### src/sv/oxis_pkg.sv
// ----------------------------------------------------------------------------
// Object x insertion sort: package
// Fixed field widths and the address constants of the object record grid.
// ----------------------------------------------------------------------------
package oxis_pkg;

  localparam int WORD_W = 16;
  localparam int CNT_W  = 4;

  // Object records lie at OBJ_BASE plus 256 times the object index.
  localparam logic [WORD_W-1:0] OBJ_BASE  = 16'h34eb;
  localparam int                OBJ_SHIFT = 8;

  // Link word written for an object that moves to position p is LINK_BASE + 2p.
  localparam logic [WORD_W-1:0] LINK_BASE = 16'h34d3;

  // The record counter stops at its all-ones value.
  localparam logic [CNT_W-1:0] CNT_MAX = 4'hf;

endpackage

### src/sv/oxis_ptr_check.sv
// ----------------------------------------------------------------------------
// Object x insertion sort: pointer check
// Maps an object pointer to its object index and flags pointers that are
// off the record grid or beyond the last object.
// ----------------------------------------------------------------------------
module oxis_ptr_check #(
  parameter int ENTRIES = 11
) (
  input  logic [oxis_pkg::WORD_W-1:0] ptr,
  output logic                        valid,
  output logic [$clog2(ENTRIES)-1:0]  idx
);

  localparam int IDX_W = $clog2(ENTRIES);

  logic [oxis_pkg::WORD_W-1:0] offset;

  assign offset = ptr - oxis_pkg::OBJ_BASE;

  // The offset must be a whole multiple of the stride and name an existing object.
  assign valid = (ptr >= oxis_pkg::OBJ_BASE) &&
                 (offset[oxis_pkg::OBJ_SHIFT-1:0] == '0) &&
                 (offset[oxis_pkg::WORD_W-1:oxis_pkg::OBJ_SHIFT] <=
                  (oxis_pkg::WORD_W - oxis_pkg::OBJ_SHIFT)'(ENTRIES - 1));

  assign idx = offset[oxis_pkg::OBJ_SHIFT +: IDX_W];

endmodule

### src/sv/object_x_insertion_sort.sv
// ----------------------------------------------------------------------------
// Object x insertion sort: top level
// Loads a set of object records, insertion-sorts them by x coordinate in a
// small record memory and emits the sorted pointers with their link words.
// ----------------------------------------------------------------------------
// Loading accepts one record per cycle; busy stays low until the final record.
// A rejected set gives its single error word in the cycle after the final record.
// An accepted set keeps busy high for the sort and emit, both paced by the
// single read port of the record memory.
// Reset (rst, synchronous) empties the set; the receiver cannot stall.
module object_x_insertion_sort #(
  parameter int ENTRIES = 11
) (
  input  logic                               clk,
  input  logic                               rst,
  input  logic                               start,
  output logic                               busy,
  input  logic        [oxis_pkg::WORD_W-1:0] object_pointer,
  input  logic signed [oxis_pkg::WORD_W-1:0] x_coord,
  input  logic        [oxis_pkg::WORD_W-1:0] link_in,
  input  logic                               last,
  output logic                               strobe,
  output logic        [oxis_pkg::WORD_W-1:0] sorted_pointer,
  output logic        [oxis_pkg::WORD_W-1:0] link_out,
  output logic                               error,
  output logic                               last_out
);

  localparam int IDX_W = $clog2(ENTRIES);
  localparam int W     = oxis_pkg::WORD_W;
  // A record memory word holds the object index above the x coordinate.
  localparam int ORD_W = IDX_W + W;

  localparam logic [IDX_W-1:0]          LAST_POS  = IDX_W'(ENTRIES - 1);
  localparam logic [oxis_pkg::CNT_W-1:0] FULL_CNT = oxis_pkg::CNT_W'(ENTRIES);

  typedef enum logic [2:0] {
    S_IDLE,
    S_FETCH,
    S_CUR,
    S_CMP,
    S_PLACE,
    S_EMIT,
    S_DRAIN
  } state_t;

  state_t state;

  // Record memory by sorted position, link memory by object index.
  logic [ORD_W-1:0] order_mem [ENTRIES];
  logic [W-1:0]     link_mem  [ENTRIES];

  logic [ORD_W-1:0] ord_q;
  logic [W-1:0]     link_q;

  logic [IDX_W-1:0] rd_addr;
  logic             ord_we;
  logic [IDX_W-1:0] ord_waddr;
  logic [ORD_W-1:0] ord_wdata;

  // Set collection state.
  logic [ENTRIES-1:0]          seen_mask;
  logic [oxis_pkg::CNT_W-1:0]  load_count;
  logic                        bad_flag;

  // Sort state: i is the position being inserted, at is its current hole,
  // cur holds the record that is being inserted.
  logic [IDX_W-1:0] i;
  logic [IDX_W-1:0] at;
  logic [ORD_W-1:0] cur;
  logic             cur_moved;
  logic [ENTRIES-1:0] moved;

  // Emit pipeline.
  logic [IDX_W-1:0] k;
  logic             e1_valid;
  logic [IDX_W-1:0] e1_pos;
  logic             e2_valid;
  logic [IDX_W-1:0] e2_pos;
  logic [IDX_W-1:0] e2_idx;

  // Load decode.
  logic                        p_ok;
  logic [IDX_W-1:0]            p_idx;
  logic                        accept;
  logic                        load_ok;
  logic [oxis_pkg::CNT_W-1:0]  count_next;
  logic                        set_ok;

  // Compare.
  logic [W-1:0] diff;
  logic         move;

  oxis_ptr_check #(
    .ENTRIES (ENTRIES)
  ) u_ptr_check (
    .ptr   (object_pointer),
    .valid (p_ok),
    .idx   (p_idx)
  );

  assign busy   = (state != S_IDLE);
  assign accept = start && !busy;

  always_comb begin
    load_ok = (load_count < FULL_CNT) && p_ok && !(seen_mask[p_idx]);
    if (load_count == oxis_pkg::CNT_MAX) begin
      count_next = load_count;
    end else begin
      count_next = load_count + 1'b1;
    end
    set_ok = !bad_flag && load_ok && (count_next == FULL_CNT);
  end

  // The record ahead of the hole moves down while its x minus the inserted x,
  // taken modulo 2^16, is nonzero and has its top bit clear.
  assign diff = ord_q[W-1:0] - cur[W-1:0];
  assign move = (diff != '0) && !diff[W-1];

  // Read address: the record to insert, the record ahead of the hole (fetched
  // one step early so that a shift does not wait on a read), or the emit position.
  always_comb begin
    case (state)
      S_FETCH: rd_addr = i;
      S_CUR:   rd_addr = i - 1'b1;
      S_CMP:   rd_addr = at - IDX_W'(2);
      S_PLACE: rd_addr = i + 1'b1;
      S_EMIT:  rd_addr = k;
      default: rd_addr = '0;
    endcase
  end

  // Write port: loads, shifts of a record into the hole, and final placement.
  // During the sort a write never meets the read of the same entry in one cycle.
  always_comb begin
    ord_we    = 1'b0;
    ord_waddr = at;
    ord_wdata = cur;
    case (state)
      S_IDLE: begin
        ord_we    = accept && load_ok;
        ord_waddr = load_count[IDX_W-1:0];
        ord_wdata = {p_idx, x_coord};
      end
      S_CMP: begin
        ord_we    = move;
        ord_wdata = ord_q;
      end
      S_PLACE: begin
        ord_we = 1'b1;
      end
      default: begin
        ord_we = 1'b0;
      end
    endcase
  end

  always_ff @(posedge clk) begin
    if (ord_we) begin
      order_mem[ord_waddr] <= ord_wdata;
    end
    ord_q <= order_mem[rd_addr];
  end

  always_ff @(posedge clk) begin
    if (accept && load_ok) begin
      link_mem[p_idx] <= link_in;
    end
    link_q <= link_mem[ord_q[ORD_W-1:W]];
  end

  always_ff @(posedge clk) begin
    if (rst) begin
      state      <= S_IDLE;
      seen_mask  <= '0;
      load_count <= '0;
      bad_flag   <= 1'b0;
      moved      <= '0;
      cur_moved  <= 1'b0;
      e1_valid   <= 1'b0;
      e2_valid   <= 1'b0;
      strobe     <= 1'b0;
    end else begin
      strobe   <= 1'b0;
      e1_valid <= 1'b0;

      case (state)
        S_IDLE: begin
          if (accept) begin
            if (load_ok) begin
              seen_mask[p_idx] <= 1'b1;
            end else begin
              bad_flag <= 1'b1;
            end
            load_count <= count_next;
            if (last) begin
              // The set ends here whether or not it is accepted.
              seen_mask  <= '0;
              load_count <= '0;
              bad_flag   <= 1'b0;
              if (set_ok) begin
                i     <= IDX_W'(1);
                moved <= '0;
                state <= S_FETCH;
              end else begin
                strobe         <= 1'b1;
                sorted_pointer <= '0;
                link_out       <= '0;
                error          <= 1'b1;
                last_out       <= 1'b1;
              end
            end
          end
        end
        S_FETCH: begin
          state <= S_CUR;
        end
        S_CUR: begin
          cur       <= ord_q;
          at        <= i;
          cur_moved <= 1'b0;
          state     <= S_CMP;
        end
        S_CMP: begin
          if (move) begin
            moved[ord_q[ORD_W-1:W]] <= 1'b1;
            cur_moved               <= 1'b1;
            at                      <= at - 1'b1;
            if (at == IDX_W'(1)) begin
              state <= S_PLACE;
            end
          end else begin
            state <= S_PLACE;
          end
        end
        S_PLACE: begin
          if (cur_moved) begin
            moved[cur[ORD_W-1:W]] <= 1'b1;
          end
          if (i == LAST_POS) begin
            k     <= '0;
            state <= S_EMIT;
          end else begin
            i     <= i + 1'b1;
            state <= S_CUR;
          end
        end
        S_EMIT: begin
          e1_valid <= 1'b1;
          e1_pos   <= k;
          if (k == LAST_POS) begin
            state <= S_DRAIN;
          end else begin
            k <= k + 1'b1;
          end
        end
        S_DRAIN: begin
          if (e2_valid && (e2_pos == LAST_POS)) begin
            state <= S_IDLE;
          end
        end
        default: begin
          state <= S_IDLE;
        end
      endcase

      // Emit pipeline: record read, then link read, then the output word.
      e2_valid <= e1_valid;
      e2_pos   <= e1_pos;
      e2_idx   <= ord_q[ORD_W-1:W];
      if (e2_valid) begin
        strobe         <= 1'b1;
        sorted_pointer <= W'(oxis_pkg::OBJ_BASE + (W'(e2_idx) << oxis_pkg::OBJ_SHIFT));
        // An object that ever moved carries the link of its final position;
        // an object that never moved keeps the link it was loaded with.
        if (moved[e2_idx]) begin
          link_out <= W'(oxis_pkg::LINK_BASE + (W'(e2_pos) << 1));
        end else begin
          link_out <= link_q;
        end
        error    <= 1'b0;
        last_out <= (e2_pos == LAST_POS);
      end
    end
  end

endmodule

### config.mk
export PLATFORM = sky130hd
export DESIGN_NAME = object_x_insertion_sort
export DESIGN_NICKNAME = d
export VERILOG_FILES = /design/src/sv/oxis_pkg.sv /design/src/sv/oxis_ptr_check.sv /design/src/sv/object_x_insertion_sort.sv
export SDC_FILE = /design/constraint.sdc
export NUM_CORES = 1
export LEC_CHECK = 0
export BUFFER_PORTS_ARGS = -buffer_cell sky130_fd_sc_hd__buf_2
export CAP_MARGIN = 10
export CORE_MARGIN = 4
export CORE_UTILIZATION = 65
export CTS_BUF_LIST = sky130_fd_sc_hd__clkbuf_4
export DETAILED_ROUTE_END_ITERATION = 10
export GPL_TIMING_DRIVEN = 0
export PLACE_DENSITY_LB_ADDON = 0.08
export SLEW_MARGIN = 20
export SYNTH_ARGS = -nofsm -noshare
export SYNTH_HDL_FRONTEND = slang
export SYNTH_HIERARCHICAL = 1
export SYNTH_SLANG_ARGS = --single-unit
### constraint.sdc
create_clock -name clk -period 16.4 [get_ports clk]
set_input_delay 3.28 -clock clk [delete_from_list [all_inputs] [get_ports clk]]
set_output_delay 3.28 -clock clk [all_outputs]
set_load 0.02 [all_outputs]
==> impl_metrics.ini, run 1 <==
[critical_path]
critPathRequiredTime_ns = 16.90
cp_slowest_cell = nor3_2
r2r_setup_slack_ns = 11.79
worstPathCellList = buf_2, nand2_1, a211oi_4, xnor2_1, clkbuf_1, mux4_2, mux2_2, a22oi_1, nand3_1, inv_1, a211oi_2, buf_4, nor3_2, buf_4, buf_6
critPathMostFrequentCell = buf_4
cp_data_arrival_time_ns = 7.73
r2r-start = ord_q[0]
criticalPathCategory = input pin to flip-flop
max_stage_delay_ns = 0.75
r2r-end = order_mem[5][8]
startpoint = object_pointer[0]
cp_max_fo = 10
r2r_cells = 15
worstSetupStartpointType = input pin
end_kind = flip-flop

[clock_tree]
cts_buffer_depth = 3
cts_buffers = 133
cts_max_level = 4
cts-resized-gates = 0
cts_root_buffer = clkbuf_4
clk_latency_ns = 0.83
post-cts-setup-buffer-count = 0
clock-sinks = 535
hold_buffers = 0
clkTransAtPathRegs_ns = 0.07
cts_tree = done

[synthesis]
async_flop_share = 0
ys_seq_area_frac = 0.675
synth_edf_count = 465
syn-instance-count = 1676
yosysWarnings = 6
syn_area_per_cell_um2 = 13.6
synthFlopType = edfxtp_1
netlist_area_um2 = 22800
ys_seq_elements = 535
synth_cell_type_count = 73

[placed_design]
gp_congestion = 0.901
place_ws_ns = 8.47
port_buffers = 84
dpl.hpwl_um = 39000

[route]
via_per_inst = 6.21
wl_per_cell_um = 22.3
drt_iter0_drc = 1617
final_antenna_net_count = 0
totalWireLength_um = 55600
remaining_drc_errors = 0
vias = 15500
first_pass_iters = 5

[hold_path]
hold_depth = 0
hold_class = flip-flop to flip-flop
min_from = e1_pos[2]
hold_end = e2_pos[2]

[timing]
setup_slack_ns = 9.17
min_period_ns = 7.23
fin_crit_sh = 0.441
rsz0062_at_grt = false
relSlewSlack = 0.253
fmax_mhz = 138
fin_skew_ns = 0.0733
finalHoldViolCount = 0
tightest_slew_ns = 1.11
setup-violations-final = 0
slew_violations = 0
tns_ns = 0

[pwr]
p_sw_mw = 1.10
power_density_nw_per_um2 = 137
p_seq_frac = 0.458
peakVddDrop_uv = 87.0
clkPwrFrac = 0.310
power_leakage_nw = 9.15
p_comb_frac = 0.232
switching_share = 0.308
internal_power_mw = 2.47
power_mw = 3.57

[die]
rows = 68
die_h_um = 195
die_width_um = 195
die_area_um2 = 38100
io_pins = 88
coreArea_um2 = 34500
initial_core_util = 0.659

[finish]
final_cell_mix = 465 x edfxtp_1, 194 x clkbuf_4, 180 x nand2_1, 94 x nor2_1, 92 x a21oi_1
area_growth_pct = 14.2
fillers = 2229
nets = 2019
fin_util = 0.752
drive_gt1_frac = 0.217
layout_commonest_cell = edfxtp_1

[outcome]
outcome = complete, no violations

[grt]
groute.usage.overall = 0.291
busiest_layer = met2
grt_pass1_vias = 15500
gr-usage-met1 = 0.416
grtUsageMet2 = 0.447
grt_max_degree = 18
antenna_found_initial = 2
grt_pass1_wl_um = 85700
grt-ovfl-total = 0
grt_use_met3 = 0.0737

[job]
drv_cap = 0
-- critical path, delay by kind of cell --
kind / cells / cell delay, ns
AO/OA/AOI/OAI: 3 / 0.78
XOR/XNOR: 1 / 0.22
buffers and inverters: 6 / 1.44
multiplexers: 2 / 0.86
AND/OR/NAND/NOR: 3 / 1.14
-- stage by stage --
| step | area, µm² | hold slack, ns | instances |
|---|---|---|---|
| 5_1_grt | 26000 | 0.446 | 2492 |
| 6_report | 26000 | 0.420 | 2492 |
| 3_5_place_dp | 24200 | 0.417 | 2258 |
| 2_1_floorplan | 22800 | 0.400 | 1678 |
| 3_3_place_gp | 23800 | 0.405 | 2217 |
| 4_1_cts | 26000 | 0.426 | 2491 |
-- state kept, by name, indices dropped and copies added, names as in the netlist, 7 cells and up --
name and count:
order_mem 220, link_mem 176, cur 20, ord_q 20, link_out 16, link_q 16, moved 11, seen_mask 11
sorted_pointer 7
-- synth_stat cells, types with 3 or more instances --
master       n  share of area
nand2_1    180          0.030
o211ai_1     4         0.0013
a211o_1      6         0.0023
a21oi_1     93          0.020
a22oi_1     22         0.0073
mux4_2      37          0.037
nand3_1     19         0.0042
xnor2_1     14         0.0054
buf_1       17         0.0028
a31oi_1     32         0.0088
inv_1       39         0.0064
nor4_1       4         0.0011
mux2i_1     56          0.025
edfxtp_1   465           0.61
o2bb2ai_1    3         0.0012
dfxtp_1     70          0.062
xor2_1       5         0.0019
a211oi_2    16         0.0088
nand4_1      6         0.0016
or3_1        3        0.00082
and2_1      55          0.015
nand3b_1     6         0.0020
o21a_1       3        0.00099
o22a_1       4         0.0015
nor3b_1      6         0.0020
o21ai_0     75          0.016
clkbuf_1    74          0.012
buf_4       10         0.0033
nand2b_1    10         0.0027
nor2_1      99          0.016
o22ai_1      4         0.0011
a311oi_1    20         0.0077
buf_2        7         0.0015
nor3_1      30         0.0066
and3_1       9         0.0025
o2111ai_1    3         0.0012
nor2b_1     13         0.0036
a221oi_1     3         0.0012
ha_1        28          0.015
a211oi_1    74          0.024
a21o_1      10         0.0033
o21ai_1      4        0.00088
-- area by class of cell --
class                   count  area (µm²)  area share
inverters                  40         150     0.00578
multi-input cells         993        6910       0.266
well taps                 455         569      0.0219
plain buffers             110         477      0.0183
flip-flops and latches    535       15400       0.591
clock buffers             194        1460      0.0561
diodes                      1        2.50   0.0000963
clock inverters            39         254     0.00978
repair buffers            125         797      0.0307
-- metal layers --
layer	share of wire	vias up	wire, µm
met1	0.41	7501	22800
li1	-	7014	-
met2	0.46	847	25800
met3	0.11	109	5920
met5	0.00023	-	13
met4	0.021	2	1170
-- power groups by stage --
stage	logic, mW	clock network (mW)	registers (mW)
4_1_cts	0.812	1.12	1.63
2_1_floorplan	0.550	0	1.64
5_1_grt	0.895	1.20	1.64
3_5_place_dp	0.807	0	1.66
3_3_place_gp	0.778	0	1.66
6_report	0.828	1.11	1.63
-- worst max path at each step --
stage	endpoint	slack, ns
2_1_floorplan	order_mem[10][0]	8.83
4_1_cts	order_mem[5][8]	9.32
3_5_place_dp	order_mem[5][5]	8.47
6_report	order_mem[5][8]	9.17
5_1_grt	order_mem[7][10]	9.02
3_3_place_gp	order_mem[7][15]	6.87
-- logic make-up (layout without fill, tap and decap cells) --
| group | count (synthesis) | count (layout) | synth area share |
|---|---|---|---|
| AND/OR/NAND/NOR | 449 | 449 | 0.0918 |
| adder cells (fa/ha/maj) | 29 | 29 | 0.0163 |
| multiplexers | 94 | 94 | 0.0617 |
| AO/OA/AOI/OAI | 399 | 399 | 0.120 |
| buffers and inverters | 150 | 508 | 0.0274 |
| flip-flops | 535 | 535 | 0.675 |
| other | 1 | 4 | 0.000165 |
| XOR/XNOR | 19 | 19 | 0.00731 |
Note: power is estimated with default switching activity, not from simulation.
==> inputs of run 2 (changes only) <==
- CORE_UTILIZATION: 65 -> 64
- clock period: 16.4 -> 7.2 ns (I/O delays scaled with it)
==> impl_metrics.ini, run 2 (synthesized netlist as in run 1, its figures left out) <==
[timing]
fmax_mhz = 195
setup_slack_ns = 2.07
slew_violations = 0
setup-violations-final = 0
fin_crit_sh = 0.713
tightest_slew_ns = 1.11
fin_skew_ns = 0.0643
min_period_ns = 5.13
whs_ns = 0.414
rsz0062_at_grt = false
finalHoldViolCount = 0
relSlewSlack = 0.261

[die]
rows = 68
coreArea_um2 = 34800
die_h_um = 197
io_pins = 88
die_area_um2 = 38600
initial_core_util = 0.654
die_width_um = 197

[critical_path]
r2r_setup_slack_ns = 2.64
r2r_cells = 15
critPathMostFrequentCell = buf_4
critPathRequiredTime_ns = 7.65
cp_slowest_cell = mux4_2
worstSetupStartpointType = input pin
cp_max_fo = 10
r2r-end = order_mem[7][4]
worstPathCellList = buf_2, nand2_1, a211oi_4, xnor2_1, clkbuf_1, mux4_2, mux2_2, a22oi_1, nand3_1, inv_1, a211oi_2, buf_4, nor3_2, buf_4, buf_4
criticalPathCategory = input pin to flip-flop
critPathTopFamily = buffers and inverters
r2r-start = ord_q[0]
cp_data_arrival_time_ns = 5.58
end_kind = flip-flop
max_stage_delay_ns = 0.57
crit_buf_inv = 6

[finish]
largestRegisters = order_mem x220, link_mem x176
nets = 2017
largest_reg_flops = 220
largest-register = order_mem
layout_commonest_cell = edfxtp_1
area_growth_pct = 14.3
fin_util = 0.748
final_cell_mix = 465 x edfxtp_1, 195 x clkbuf_4, 180 x nand2_1, 94 x nor2_1, 92 x a21oi_1
drive_gt1_frac = 0.218

[grt]
grt_max_degree = 17
groute.usage.overall = 0.285
grt-ovfl-total = 0
grt_pass1_vias = 15100
antenna_found_initial = 2
grt_pass1_wl_um = 84300

[route]
remaining_drc_errors = 0
via_per_inst = 6.16
final_antenna_net_count = 0
vias = 15400
totalWireLength_um = 54800
wl_per_cell_um = 21.9
drt_iter0_drc = 1750
first_pass_iters = 6

[placed_design]
port_buffers = 84
gp_congestion = 0.909
dpl.hpwl_um = 37300
place_ws_ns = 1.38

[clock_tree]
hold_buffers = 0
post-cts-setup-buffer-count = 0
cts_buffer_depth = 3
cts_tree = done
cts-resized-gates = 0
cts_root_buffer = clkbuf_4
cts_max_level = 4
clock-sinks = 535
clkTransAtPathRegs_ns = 0.07
cts_buffers = 134
clk_latency_ns = 0.80

[pwr]
power_density_nw_per_um2 = 315
power_leakage_nw = 9.17
peakVddDrop_uv = 187

[hold_path]
hold_end = e2_pos[3]
min_from = e1_pos[3]
hold_class = flip-flop to flip-flop
hold_depth = 0

[outcome]
outcome = complete, no violations

[job]
drv_cap = 0
run 2: per-layer routing:
| layer | global-route usage | vias to the layer above | wire [µm] |
|---|---|---|---|
| li1 | - | 6987 | - |
| met1 | 0.417 | 7436 | 22700 |
| met2 | 0.432 | 864 | 25200 |
| met3 | 0.0636 | 103 | 5630 |
| met4 | 0.0965 | 0 | 1260 |
| met5 | 0 | - | 0 |
run 2: area by class of cell:
cell class / instances / area (µm²)
repair buffers: 122 / 743
diodes: 2 / 5.00
inverters: 40 / 150
plain buffers: 110 / 477
clock buffers: 195 / 1460
well taps: 455 / 569
clock inverters: 45 / 327
multi-input cells: 993 / 6920
flip-flops and latches: 535 / 15400
fillers: 2206 / 8780
run 2: worst reg2reg max path: cells and delay by family (launching register included):
kind	cells	cell delay, ns
buf+inv	5	1.00
compound gates	5	1.40
fa+ha+maj	2	0.62
flops	1	0.36
simple gates	3	0.90
run 2: worst max-delay path by stage:
stage / slack, ns / start / depth (start not counted) / endpoint
after floorplan: 1.47 / object_pointer[0] / 12 / order_mem[10][0]
after global placement: -0.30 / object_pointer[0] / 13 / order_mem[7][5]
after detailed placement: 1.38 / object_pointer[0] / 15 / order_mem[7][15]
after CTS: 2.20 / object_pointer[0] / 15 / order_mem[7][4]
after global routing: 1.88 / object_pointer[4] / 15 / order_mem[7][4]
final: 2.07 / object_pointer[0] / 15 / order_mem[7][4]
run 2: where the power goes:
group	total, mW	internal, mW	switching (mW)
logic	1.86	0.659	1.20
registers	3.73	3.62	0.115
clock network	2.61	1.43	1.18
run 2: stage by stage:
step / total power [mW] / instance area (µm²) / TNS (ns) / instances
after floorplan: 5.00 / 22800 / 0 / 1678
after global placement: 5.55 / 23800 / -21.98 / 2217
after detailed placement: 5.61 / 24200 / 0 / 2254
after CTS: 8.21 / 26000 / 0 / 2494
after global routing: 8.60 / 26000 / 0 / 2497
final: 8.20 / 26000 / 0 / 2497
